### src/rtl/swm_pkg.sv
`default_nettype none

package swm_pkg;

    localparam int DEF_MAX_WINDOW  = 64;
    localparam int DEF_SAMPLE_BITS = 32;

    localparam int WIN_SIZE_BITS   = 7;
    localparam logic [WIN_SIZE_BITS-1:0] WIN_SIZE_RESET = 7'd3;

    localparam int SAMPLE_W        = 32;
    localparam int MEDIAN_W        = 33;
    localparam int M_TDATA_W       = 40;

    typedef enum logic [1:0] {
        S_IDLE,
        S_UPDATE,
        S_EMIT
    } t_state;

    typedef struct packed {
        logic accept;   // latch item, read oldest history entry
        logic update;   // reorder sorted cells, write history
        logic emit;     // load result register
    } t_dp_cmd;

    typedef struct packed {
        logic result;   // window full after this update
    } t_dp_sts;

endpackage

`default_nettype wire

### src/rtl/swm_ctrl.sv
`default_nettype none

module swm_ctrl
    import swm_pkg::*;
(
    input  wire logic    i_clk,
    input  wire logic    i_rst_n,
    input  wire logic    i_s_valid,
    output logic         o_s_ready,
    output logic         o_m_valid,
    input  wire logic    i_m_ready,
    input  wire t_dp_sts i_sts,
    output t_dp_cmd      o_cmd
);

    t_state r_state;
    t_state n_state;
    logic   r_out_valid;
    logic   n_out_valid;
    logic   w_out_free;

    assign w_out_free = !r_out_valid || i_m_ready;

    always_comb begin
        n_state = r_state;
        unique case (r_state)
            S_IDLE: begin
                if (i_s_valid) begin
                    n_state = S_UPDATE;
                end
            end
            S_UPDATE: begin
                n_state = i_sts.result ? S_EMIT : S_IDLE;
            end
            S_EMIT: begin
                if (w_out_free) begin
                    n_state = S_IDLE;
                end
            end
            default: n_state = S_IDLE;
        endcase
    end

    always_comb begin
        o_s_ready    = 1'b0;
        o_cmd        = '0;
        unique case (r_state)
            S_IDLE: begin
                o_s_ready    = 1'b1;
                o_cmd.accept = i_s_valid;
            end
            S_UPDATE: begin
                o_cmd.update = 1'b1;
            end
            S_EMIT: begin
                o_cmd.emit   = w_out_free;
            end
            default: begin
                o_s_ready    = 1'b0;
            end
        endcase
    end

    always_comb begin
        n_out_valid = r_out_valid;
        if (o_cmd.emit) begin
            n_out_valid = 1'b1;
        end else if (i_m_ready) begin
            n_out_valid = 1'b0;
        end
    end

    always_ff @(posedge i_clk) begin
        if (!i_rst_n) begin
            r_state     <= S_IDLE;
            r_out_valid <= 1'b0;
        end else begin
            r_state     <= n_state;
            r_out_valid <= n_out_valid;
        end
    end

    assign o_m_valid = r_out_valid;

    a_accept_to_update: assert property (@(posedge i_clk) disable iff (!i_rst_n)
        o_cmd.accept |=> (r_state == S_UPDATE))
        else $error("accepted item not followed by update");

    a_emit_when_free: assert property (@(posedge i_clk) disable iff (!i_rst_n)
        o_cmd.emit |-> (!r_out_valid || i_m_ready))
        else $error("result loaded over a pending result");

    a_no_accept_busy: assert property (@(posedge i_clk) disable iff (!i_rst_n)
        (r_state == S_UPDATE || r_state == S_EMIT) |-> !o_cmd.accept)
        else $error("item accepted while busy");

endmodule

`default_nettype wire

### config.mk
export PLATFORM = sky130hd
export DESIGN_NAME = swm_ctrl
export DESIGN_NICKNAME = d
export VERILOG_FILES = /design/src/rtl/swm_pkg.sv /design/src/rtl/swm_ctrl.sv
export SDC_FILE = /design/constraint.sdc
export NUM_CORES = 1
export LEC_CHECK = 0
export CAP_MARGIN = 5
export CORE_AREA = 2 2 39 41
export CTS_BUF_LIST = sky130_fd_sc_hd__clkbuf_4
export DETAILED_ROUTE_END_ITERATION = 7
export DIE_AREA = 0 0 41 43
export DONT_BUFFER_PORTS = 1
export MAX_ROUTING_LAYER = met4
export PLACE_DENSITY = 0.3
export SLEW_MARGIN = 20
export SYNTH_ARGS = -nofsm -noshare
export SYNTH_HDL_FRONTEND = slang
export SYNTH_SLANG_ARGS = --single-unit
### constraint.sdc
create_clock -name i_clk -period 0.95 [get_ports i_clk]
set_input_delay 0.1425 -clock i_clk [delete_from_list [all_inputs] [get_ports i_clk]]
set_output_delay 0.1425 -clock i_clk [all_outputs]
set_load 0.01 [all_outputs]
* Word-level counts from Yosys, hierarchy flattened
Cells that the tools add are included.
Storage, ports and cells: bits in registers 3, input port bits 5, output and inout port bits 5, word-level logic and storage cells 21
Cells by class: eq/ne operators 4, multiplexer cells 10, reduce and logical (&&, ||, !) cells 5
Operators by type and width (count):
- $mux W1 | 6
- $mux W2 | 3
- $pmux W2 S3 | 1
- $ne A2 B2 Y1 const B | 2
- $eq A2 B1 Y1 const B | 1
- $eq A2 B2 Y1 const B | 1
- $logic_not A2 Y1 | 1
- $reduce_and A2 Y1 | 1
- $reduce_bool A2 Y1 | 1
- $logic_not A1 Y1 | 1
- $logic_or A1 B1 Y1 | 1

* Longest topological paths before layout
depth in word-level cells 4, depth in mapped cells 3, depth with buffers taken out 2

* Least setup slack after synthesis
OpenSTA, ideal clock, no wires.
kind reg2out, start register r_out_valid, in the netlist o_m_valid, end output port o_cmd[0] in the netlist's numbering, arrival 0.693 ns, path slack 0.114 ns, stages on the path, launching flop included 4, buffers on the path 1, cell sequence dfxtp_1 > nand2b_1 > nor2b_1 > buf_4
RTL lines:
- start: declaration | RTL line swm_ctrl.sv:18 | logic r_out_valid;
- start signal: assignment | RTL line swm_ctrl.sv:79 | r_out_valid <= n_out_valid;
- end: declaration | RTL line swm_ctrl.sv:13 | output t_dp_cmd o_cmd

==> impl_results.md <==
* Setup Viol. Count Final at 3
* Full die area at 0.001763 mm^2
* Hold Path Sink: r_state[0]
* Cell variety after synth at 12
* Antenna Violating Nets Remaining at 0
* Area grow syn2layout at 38.02%
* CTS max path bufs at 2
* Final period utilization at 109.6%
* Pwr Density at 1983 mW/mm^2
* Critical-path top delay cell: dfxtp_2
* Hold Crit Depth at 1
* Critical Setup Path Class: reg2out
* Drt total wl at 319 um
* Hold path startpoint: i_rst_n
* Reg2reg start: r_state[0]
* Root Driver: clkbuf_4
* Non-filler cells, final at 35
* Vias in the first global route at 116
* Htree depth at 1
* Reg2Reg Depth at 2
* Core region area at 0.001384 mm^2
* Via count at 120
* Gr busiest metal: met4
* Row count at 14
* Worst skew pair latency at 0.23 ns
* RR Endpoint: o_m_valid
* Gp weighted congestion at 0.5184
* Starting Density at a little over a tenth
* Cell Chain, Critical Path: nor3b_2 > buf_4
* Crit start category: flop
* Status: complete, but fails checks
* Pre-antenna DRT Iters at 1
* PortBufs at 0
* Global-route wire length before repair at 448 um
* Nets@finish at 25
* Synth Instances at 15
* DR vias/cell at 3.429
* Number of synthesis warnings at 0
* WP data required at 0.81 ns
* Crit path largest cell delay at around 0.33 ns
* Fraction of final layout cells sized beyond drive strength 1 at 52.63%
* Final Hold Vio Count at 0
* Routed len/inst at 9.114 um
* Hold-fix buffers at CTS at 0
* Antenna diodes at 0
* Fin crit period at roughly 1.0 ns
* Reg2reg setup slack at 0.21 ns
* Max cap viols at 0
* Die width at 41 um
* Final WS setup at -0.09156 ns
* Commonest cells after routing, fill and taps aside: clkbuf_4 (4), nand2b_1 (2)
* Worst slew pin tran at roughly 0.22 ns
* Layout Skew at 0.0009746 ns
* Slew Viols, Final at 0
* Met3 usage at between 4 and 5%
* Die height at between 40 and 50 um
* Met1 GRT Util at under 10%
* Maximum vdd drop at 0.0002942 V
* Worst Path Max Fanout at 6
* Slew HR at 85.52%
* Pin count of the biggest net entering global routing at 7
* Syn Std Cell Area at 151.4 um^2
* CTS tree: built
* Syn Area/Cell at between 10 and 15 um^2
* Clock sink count at 3
* Critical path capture point type: output pin
* Post-DP HPWL at 265.6 um
* Grt ovf at 0
* Worst Hold Class: in2reg
* DRC Markers at 0
* Leak Pwr at just under 0.08 nW
* Most common cell after layout, fill and taps aside: clkbuf_4
* Clock transition at path regs at about 0.04 ns
* Sequential area share after synthesis at approximately two fifths
* Arrival @ worst endpoint at approximately 0.90 ns
* Net count after synthesis at 20
* GRT Overall Usage at 4.928%
* Dpl cells at 31
* M2 GR Usage at 5.625%
* #FFs+latches synth at 3
* F_max at slightly below 1000 MHz
* CTS Buf Count at 3
* Setup TNS at -0.2012 ns
* Iteration-0 DRC Markers at 0
* RSZ-0062 raised after global routing: true
* Antenna violations before repair at 0
* Setup bufs post-CTS at 0
* Ports at 10
* Failing checks: setup timing
## flip-flops by register name, indices dropped and copies added, names as in the netlist
register   flops
o_m_valid      1
r_state        2
## critical path, delay by kind of cell, from the launching register on
kind,cells,cell delay [ns]
simple gates,1,0.19
buf+inv,1,0.14
flops,1,0.33
## layer usage
layer  vias to the layer above  routed length [um]
met4                         0                   0
met1                        55                  91
met5                         -                   0
met2                         5                 170
met3                         0                  57
li1                         60                   -
## area by class of cell
class / instances / area [um^2]
Clock buffer: 4 / 30.03
Sequential cell: 3 / 65.06
Tap cell: 16 / 20.02
Timing Repair Buffer: 1 / 7.507
Fill cell: 165 / 1175
Multi-Input combinational cell: 11 / 86.33
## cells by family after synthesis
logic type / count (synthesis) / synth area share, %
DFF: 3 / 39.67
buffers and inverters: 1 / 4.961
AOI/OAI and AO/OA: 2 / 9.921
and+or+nand+nor: 9 / 45.46
## synthesized netlist by cell type
cell / instances / area, um^2
a21boi_0: 1 / 7.510
nor2b_1: 1 / 6.260
a21boi_1: 1 / 7.510
nor2_1: 1 / 3.750
nand3b_1: 1 / 7.510
nand2b_1: 2 / 12.51
and2b_2: 1 / 8.760
dfxtp_1: 3 / 60.06
buf_4: 1 / 7.510
nand4bb_1: 1 / 11.26
nor3b_2: 1 / 12.51
and2_1: 1 / 6.260
## report_power, final
group / switching (mW) / internal (mW) / leakage, nW
combinational: 0.0119 / 0.0164 / 0.0328
sequential: 0.00633 / 0.130 / 0.0256
clock: 0.0641 / 0.186 / 0.0184
total: 0.0824 / 0.332 / 0.0768
## how the worst max path moves through the flow
stage / start / endpoint / slack [ns] / cells after the start
floorplan: o_m_valid / o_cmd[0] / 0.11 / 3
global placement: r_state[0] / o_cmd[0] / 0.08 / 2
detailed placement: r_state[0] / o_cmd[0] / 0.07 / 2
CTS: r_state[0] / o_cmd[2] / -0.11 / 2
global route: r_state[0] / o_cmd[2] / -0.15 / 2
finish: r_state[0] / o_cmd[2] / -0.09 / 2
## what timing repair did
item	4_1_cts	5_1_grt
setup endpoints to repair	4	3
pin swaps	1	0
gates resized for setup	4	0
## metrics by stage
stage | power (mW) | cell area (um^2) | utilization (%) | hold WS [ns] | setup WS [ns]
CTS | 0.4244 | 209.0 | 15.10 | 0.03217 | -0.1121
finish | 0.4144 | 209.0 | 15.10 | 0.03700 | -0.09156
floorplan | 0.1612 | 151.4 | - | 0.2642 | 0.1141
global route | 0.4347 | 209.0 | 15.10 | 0.04239 | -0.1468
detailed placement | 0.1683 | 171.4 | 12.39 | 0.2736 | 0.07225
global placement | 0.1681 | 171.4 | 12.39 | 0.2694 | 0.08001
No activity file was read; power rests on OpenSTA's default activity.
